File: config.mk
export PLATFORM = sky130hd
export DESIGN_NAME = xor_frame_decoder_unit
export DESIGN_NICKNAME = d
export VERILOG_FILES = /design/src/xfd_pkg.sv /design/src/xor_frame_decoder_unit.sv
export SDC_FILE = /design/constraint.sdc
export NUM_CORES = 1
export LEC_CHECK = 0
export ABC_AREA = 1
export BUFFER_PORTS_ARGS = -buffer_cell sky130_fd_sc_hd__buf_4
export CORE_UTILIZATION = 40
export CTS_BUF_LIST = sky130_fd_sc_hd__clkbuf_8
export CTS_CLUSTER_DIAMETER = 120
export DETAILED_ROUTE_END_ITERATION = 6
export GPL_ROUTABILITY_DRIVEN = 0
export PLACE_DENSITY = 0.59
export SLEW_MARGIN = 20
export SYNTH_ARGS = -nofsm -noshare
export SYNTH_HDL_FRONTEND = slang
export SYNTH_SLANG_ARGS = --single-unit
File: constraint.sdc
create_clock -name clk -period 1.75 [get_ports clk]
set_input_delay 0.0875 -clock clk [delete_from_list [all_inputs] [get_ports clk]]
set_output_delay 0.0875 -clock clk [all_outputs]
set_load 0.01 [all_outputs]
File: src/xfd_pkg.sv
`timescale 1ns / 1ps

package xfd_pkg;

  localparam int MAX_FRAME_BYTES_DEF = 512;
  localparam int BYTE_W              = 8;
  localparam int LEN_W               = 16;
  localparam int CFG_W               = 9;
  localparam logic [CFG_W-1:0] EXP_LEN_RST = 9'd64;
  localparam logic [BYTE_W-1:0] STATUS_BAD = 8'hFF;

  typedef enum logic [2:0] {
    PH_LEN_HI = 3'd0,
    PH_LEN_LO = 3'd1,
    PH_DATA   = 3'd2,
    PH_STATUS = 3'd3,
    PH_CHECK  = 3'd4
  } phase_t;

  typedef enum logic [1:0] {
    FC_OK        = 2'd0,
    FC_CSUM_BAD  = 2'd1,
    FC_MALFORMED = 2'd2
  } frame_code_t;

  localparam logic KIND_DATA = 1'b0;
  localparam logic KIND_END  = 1'b1;

endpackage

File: src/xor_frame_decoder_unit.sv
`timescale 1ns / 1ps

// Frame deframer for a byte stream: each frame is a big-endian 16-bit length L,
// then L-1 data bytes, one status byte and an XOR checksum of every byte before
// it. Data bytes come out one item each as they arrive (tuser = 0); the checksum
// byte yields one end-of-frame verdict item (tuser = 1, tlast = 1) carrying the
// status byte, a frame code (ok, checksum mismatch, malformed length) and a flag
// telling whether L-1 equals cfg expected_data_len. A length of 0, or one with
// L + 3 above MAX_FRAME_BYTES, ends the frame at once with a malformed verdict.
// Length bytes of a legal length and the status byte produce no item. Throughput
// is one byte per clock while out_tready does not stall the output: every byte
// passes a running XOR and a down counter into a single output register, and a
// new byte is taken whenever that register is empty or being drained.
// On a verdict other than ok, discard the data bytes of that frame.
module xor_frame_decoder_unit import xfd_pkg::*; #(
  parameter int MAX_FRAME_BYTES = MAX_FRAME_BYTES_DEF
) (
  input  logic             clk,
  input  logic             rst_n,
  // configuration write: expected_data_len
  input  logic             cfg_valid,
  output logic             cfg_ready,
  input  logic [CFG_W-1:0] cfg_data,
  // input stream
  input  logic             in_tvalid,
  output logic             in_tready,
  input  logic [7:0]       in_tdata,   // [7:0] rx_byte
  // result stream
  output logic             out_tvalid,
  input  logic             out_tready,
  output logic [23:0]      out_tdata,  // [7:0] out_byte, [9:8] frame_code,
                                       // [17:10] status_byte, [18] length_match,
                                       // [23:19] zero
  output logic             out_tuser,  // [0] kind
  output logic             out_tlast   // is_last
);

  // counter width: largest legal L-1 is MAX_FRAME_BYTES-4
  localparam int CNT_W = $clog2(MAX_FRAME_BYTES);
  localparam int CMP_W = (CNT_W > CFG_W) ? CNT_W : CFG_W;
  localparam logic [LEN_W-1:0] LEN_LIMIT = LEN_W'(MAX_FRAME_BYTES - 3);

  // ---------------------------------------------------------------- state
  phase_t             phase_r, phase_nxt;
  logic [BYTE_W-1:0]  len_hi_r, len_hi_nxt;
  logic [CNT_W-1:0]   len_m1_r, len_m1_nxt;
  logic [CNT_W-1:0]   left_r, left_nxt;
  logic [BYTE_W-1:0]  xor_r, xor_nxt;
  logic [BYTE_W-1:0]  status_r, status_nxt;
  logic [CFG_W-1:0]   exp_len_r;

  // output register
  logic               ov_r;
  logic [BYTE_W-1:0]  o_byte_r;
  frame_code_t        o_code_r;
  logic [BYTE_W-1:0]  o_status_r;
  logic               o_match_r;
  logic               o_kind_r;
  logic               o_last_r;

  // result of the current byte
  logic               res_vld;
  logic [BYTE_W-1:0]  res_byte;
  frame_code_t        res_code;
  logic [BYTE_W-1:0]  res_status;
  logic               res_match;
  logic               res_kind;
  logic               res_last;

  logic               in_acc;
  logic [BYTE_W-1:0]  rx;
  logic [LEN_W-1:0]   frame_len;
  logic [LEN_W-1:0]   frame_len_m1;
  logic               len_bad;
  logic               len_match;

  assign cfg_ready = 1'b1;
  // take a byte when the output slot is free or draining this cycle
  assign in_tready = !ov_r || out_tready;
  assign in_acc    = in_tvalid && in_tready;
  assign rx        = in_tdata;

  assign frame_len    = {len_hi_r, rx};
  assign frame_len_m1 = frame_len - LEN_W'(1);
  assign len_bad      = (frame_len == '0) || (frame_len > LEN_LIMIT);
  assign len_match    = (CMP_W'(len_m1_r) == CMP_W'(exp_len_r));

  // ---------------------------------------------------------------- next phase
  always_comb begin
    phase_nxt = phase_r;
    if (in_acc) begin
      case (phase_r)
        PH_LEN_LO: begin
          if (len_bad) begin
            phase_nxt = PH_LEN_HI;
          end else if (frame_len_m1 == '0) begin
            phase_nxt = PH_STATUS;
          end else begin
            phase_nxt = PH_DATA;
          end
        end
        PH_DATA: begin
          if (left_r == CNT_W'(1)) begin
            phase_nxt = PH_STATUS;
          end
        end
        PH_STATUS: phase_nxt = PH_CHECK;
        PH_CHECK:  phase_nxt = PH_LEN_HI;
        default:   phase_nxt = PH_LEN_LO;
      endcase
    end
  end

  // ---------------------------------------------------------------- datapath
  always_comb begin
    len_hi_nxt = len_hi_r;
    len_m1_nxt = len_m1_r;
    left_nxt   = left_r;
    xor_nxt    = xor_r;
    status_nxt = status_r;
    if (in_acc) begin
      case (phase_r)
        PH_LEN_LO: begin
          xor_nxt = xor_r ^ rx;
          if (!len_bad) begin
            len_m1_nxt = frame_len_m1[CNT_W-1:0];
            left_nxt   = frame_len_m1[CNT_W-1:0];
          end
        end
        PH_DATA: begin
          xor_nxt  = xor_r ^ rx;
          left_nxt = left_r - CNT_W'(1);
        end
        PH_STATUS: begin
          xor_nxt    = xor_r ^ rx;
          status_nxt = rx;
        end
        PH_CHECK: xor_nxt = '0;
        default: begin
          // length high byte opens the checksum afresh
          len_hi_nxt = rx;
          xor_nxt    = rx;
        end
      endcase
    end
  end

  // ---------------------------------------------------------------- results
  always_comb begin
    res_vld    = 1'b0;
    res_byte   = '0;
    res_code   = FC_OK;
    res_status = '0;
    res_match  = 1'b0;
    res_kind   = KIND_DATA;
    res_last   = 1'b0;
    case (phase_r)
      PH_LEN_LO: begin
        if (len_bad) begin
          res_vld    = 1'b1;
          res_code   = FC_MALFORMED;
          res_status = STATUS_BAD;
          res_kind   = KIND_END;
          res_last   = 1'b1;
        end
      end
      PH_DATA: begin
        res_vld  = 1'b1;
        res_byte = rx;
      end
      PH_CHECK: begin
        res_vld   = 1'b1;
        res_kind  = KIND_END;
        res_last  = 1'b1;
        res_match = len_match;
        if (rx == xor_r) begin
          res_code   = FC_OK;
          res_status = status_r;
        end else begin
          res_code   = FC_CSUM_BAD;
          res_status = STATUS_BAD;
        end
      end
      default: res_vld = 1'b0;
    endcase
  end

  // ---------------------------------------------------------------- registers
  always_ff @(posedge clk) begin
    if (!rst_n) begin
      phase_r   <= PH_LEN_HI;
      len_hi_r  <= '0;
      len_m1_r  <= '0;
      left_r    <= '0;
      xor_r     <= '0;
      status_r  <= '0;
      exp_len_r <= EXP_LEN_RST;
      ov_r      <= 1'b0;
    end else begin
      phase_r  <= phase_nxt;
      len_hi_r <= len_hi_nxt;
      len_m1_r <= len_m1_nxt;
      left_r   <= left_nxt;
      xor_r    <= xor_nxt;
      status_r <= status_nxt;
      if (cfg_valid && cfg_ready) begin
        exp_len_r <= cfg_data;
      end
      // load a fresh result, or drop the slot once drained
      if (in_acc) begin
        ov_r <= res_vld;
      end else if (out_tready) begin
        ov_r <= 1'b0;
      end
    end
  end

  // output payload: hold while stalled, load on every accepted byte
  always_ff @(posedge clk) begin
    if (in_acc) begin
      o_byte_r   <= res_byte;
      o_code_r   <= res_code;
      o_status_r <= res_status;
      o_match_r  <= res_match;
      o_kind_r   <= res_kind;
      o_last_r   <= res_last;
    end
  end

  assign out_tvalid = ov_r;
  assign out_tdata  = {5'd0, o_match_r, o_status_r, o_code_r, o_byte_r};
  assign out_tuser  = o_kind_r;
  assign out_tlast  = o_last_r;

  // ---------------------------------------------------------------- checks
  a_data_left_nonzero: assert property (@(posedge clk) disable iff (!rst_n)
    (phase_r == PH_DATA) |-> (left_r != '0))
    else $error("data phase with no bytes left");

  a_check_gives_verdict: assert property (@(posedge clk) disable iff (!rst_n)
    (in_acc && phase_r == PH_CHECK) |=> (ov_r && o_last_r && o_kind_r == KIND_END))
    else $error("checksum byte did not produce a verdict");

  a_status_to_check: assert property (@(posedge clk) disable iff (!rst_n)
    (in_acc && phase_r == PH_STATUS) |=> (phase_r == PH_CHECK && !ov_r))
    else $error("status byte misrouted");

  a_malformed_fields: assert property (@(posedge clk) disable iff (!rst_n)
    (ov_r && o_code_r == FC_MALFORMED) |-> (!o_match_r && o_status_r == STATUS_BAD))
    else $error("malformed verdict carries bad fields");

endmodule
==> impl_metrics.toml <==
[run_status]
status = "completed"

[sta]
hold_slack_ns = 0.00788
setup_viol = 0
max_clock_freq_mhz = 631
finalCriticalPeriod_ns = 1.59
rsz0062_at_grt = "false"
finalMaxSlewViolations = 0
min_period_over_period = 0.906
finalHoldViolCount = 0
finClkSkew_ns = 0.0183
finalSetupTns_ns = 0

[finish]
num_antenna_cells = 0
fin_util = 0.499
drive_gt1_frac = 0.201
layout_commonest_cell = "nand2_1"
final_cell_mix = "nand2_1, nor2_1, buf_4, dfxtp_1, o21ai_0"
fin_area_um2 = 4670
syn_to_final_growth_pct = 19.0
fin_nets = 597

[die]
ioPinCount = 51
die_area_um2 = 10200
start_util = 0.419
core_area_um2 = 9370
die_h_um = 101
die_w_um = 101
rows = 35

[setup_path]
critPathMaxFanout = 8
slowest_stage = "nor4_2"
end_kind = "flip-flop"
cpPeakStageDelay_ns = 0.35
critPathTopFamily = "simple AND/OR/NAND/NOR gates"
reg2reg_depth = 5
critPathLaunchType = "flip-flop"
crit_chain = "xor2_1 > nor4_2 > nand2_1 > o21ai_0 > nand2_1"
r2r-start = "xor_r[7]$_SDFFE_PN0P_"
r2r_slack_ns = 0.16
r2r_end = "o_status_r[0]$_DFFE_PP_"
required_ns = 1.85
crit_path_frequent_cell = "nand2_1"
cp_num_buf_inv = 0
crit_type = "reg -> reg"
arrival_ns = 1.68

[synth]
ys.flop_type = "dfxtp_1"
syn_area_um2 = 3930
ys_warn_count = 0
async_flop_share = 0
synth-seq-cells = 75
yosysSeqAreaShare = 0.433
syn_inst = 518
synth_top_area_frac = 0.280
synth.avg_cell_area_um2 = 7.58
synth_edf_count = 20
synth_cell_types = 39
yosysTopAreaCell = "dfxtp_1"
synth.area.top_cells = "dfxtp_1, edfxtp_1, nand2_1, o21ai_0, a21oi_1"

[global_routing]
grt_pass1_wl_um = 15300
grt_pass1_vias = 3247
grtUsageTotal = 0.194
grt_max_degree = 49
grt_antenna_before_repair = 0
grt_overflow = 0

[worst_hold_path]
min_delay_path_depth = 3
holdPathEnd = "exp_len_r[7]$_SDFFE_PN0P_"
min_path_type = "in -> reg"
worstHoldStart = "cfg_data[7]"

[drt]
drt_iter0_markers = 135
avgViaCountPerCell = 4.97
vias = 3504
ant_nets = 0
wl_um = 9310
drcViolationCount = 0
drt_pass1_iterations = 4
wire_per_inst_um = 13.2

[power]
leakagePower_nw = 2.09
finalPower_mw = 4.36
power_per_cell_area_nw_per_um2 = 932
ir_drop_mv = 0.443

[cts]
root_buffer = "clkbuf_8"
clockBufferDepth = 2
cts_buffers = 9
postCtsSetupBuffers = 0
clkSinkCount = 75
cts_tree = "built"
clkLatencyLatePin_ns = 0.36
clkTransAtPathRegs_ns = 0.08
htreeDepth = 3

[placement]
io_buffers = 44
hpwlAfterDp_um = 6690
dpl_cell_area_um2 = 4370

[flow_run]
maxCapViolations = 0
## synth_stat cells (all sizes together) (3+ instances only)
master    n
clkbuf    6
edfxtp   20
dfxtp    55
nor2     71
nand3    26
a221oi    3
o22ai     3
nor3      9
a21oi    54
o21ai    60
xor2     12
ha        4
nand2   106
buf      24
inv      53
## cells by family after synthesis
| logic type | synth area share |
|---|---|
| and+or+nand+nor | 0.251 |
| AOI/OAI and AO/OA | 0.170 |
| buffers and inverters | 0.102 |
| DFF | 0.433 |
| xor gates and xnor gates | 0.0290 |
| adders and majority gates | 0.0127 |
| other | 0.00191 |
## where the power goes
| group | internal, mW | leakage (nW) | total [mW] | switching, mW |
|---|---|---|---|---|
| clock network | 0.845 | 0.114 | 1.54 | 0.698 |
| registers | 1.91 | 0.655 | 1.99 | 0.0720 |
| logic | 0.322 | 1.33 | 0.829 | 0.507 |
| total | 3.08 | 2.09 | 4.36 | 1.28 |
## final cells by class
| cell class | instances | area [um^2] |
|---|---|---|
| well taps | 129 | 161 |
| clock buffers | 10 | 138 |
| fillers | 976 | 4700 |
| repair buffers | 68 | 543 |
| clock inverters | 6 | 88.8 |
| inverters | 53 | 199 |
| flip-flops and latches | 75 | 1700 |
| multi-input cells | 364 | 1840 |
## worst reg2reg max path: cells and delay by family (launching register included)
kind,cells,cell delay [ns]
simple gates,3,0.64
flops,1,0.32
compound gates,1,0.20
xor+xnor,1,0.17
## stage by stage
step                      setup slack [ns]  cells
after floorplan                      0.180    522
after global placement            -0.00558    681
after detailed placement           -0.0216    681
after CTS                            0.140    705
after global routing                0.0244    705
final                                0.164    705
## metal layers
metal	GRT usage	vias up	wire length (um)
met5	0	-	0
met3	0.0485	12	390
met4	0.0780	0	114
met2	0.311	82	4270
met1	0.249	1628	4530
li1	-	1782	-
## repair_timing
item                       CTS  global route
hold buffers                 8             0
hold endpoints to repair     7             0
setup endpoints to repair    0             4
gates resized for setup      0             1
## state kept, by name (all words and copies together), names as in the netlist
register and flops:
xor_r 8, status_r 8, o_byte_r 8, o_status_r 8, phase_r 3, o_code_r 2, o_match_r 1, out_tvalid 1
exp_len_r 9, len_m1_r 9, out_tlast 1, left_r 9, len_hi_r 8
## worst max-delay path by stage
stage,from,endpoint,slack (ns),depth (start not counted)
detailed placement,in_tdata[1],phase_r[0]$_SDFFE_PN0P_,-0.02,13
global route,phase_r[0]$_SDFFE_PN0P_,len_m1_r[3]$_SDFFE_PN0P_,0.02,8
global placement,in_tdata[1],phase_r[0]$_SDFFE_PN0P_,-0.006,13
CTS,xor_r[7]$_SDFFE_PN0P_,o_status_r[0]$_DFFE_PP_,0.14,5
finish,xor_r[7]$_SDFFE_PN0P_,o_status_r[0]$_DFFE_PP_,0.16,5
floorplan,out_tvalid$_SDFFE_PN0P_,len_hi_r[0]$_SDFFE_PN0P_,0.18,6
No activity file was read; power rests on OpenSTA's default activity.
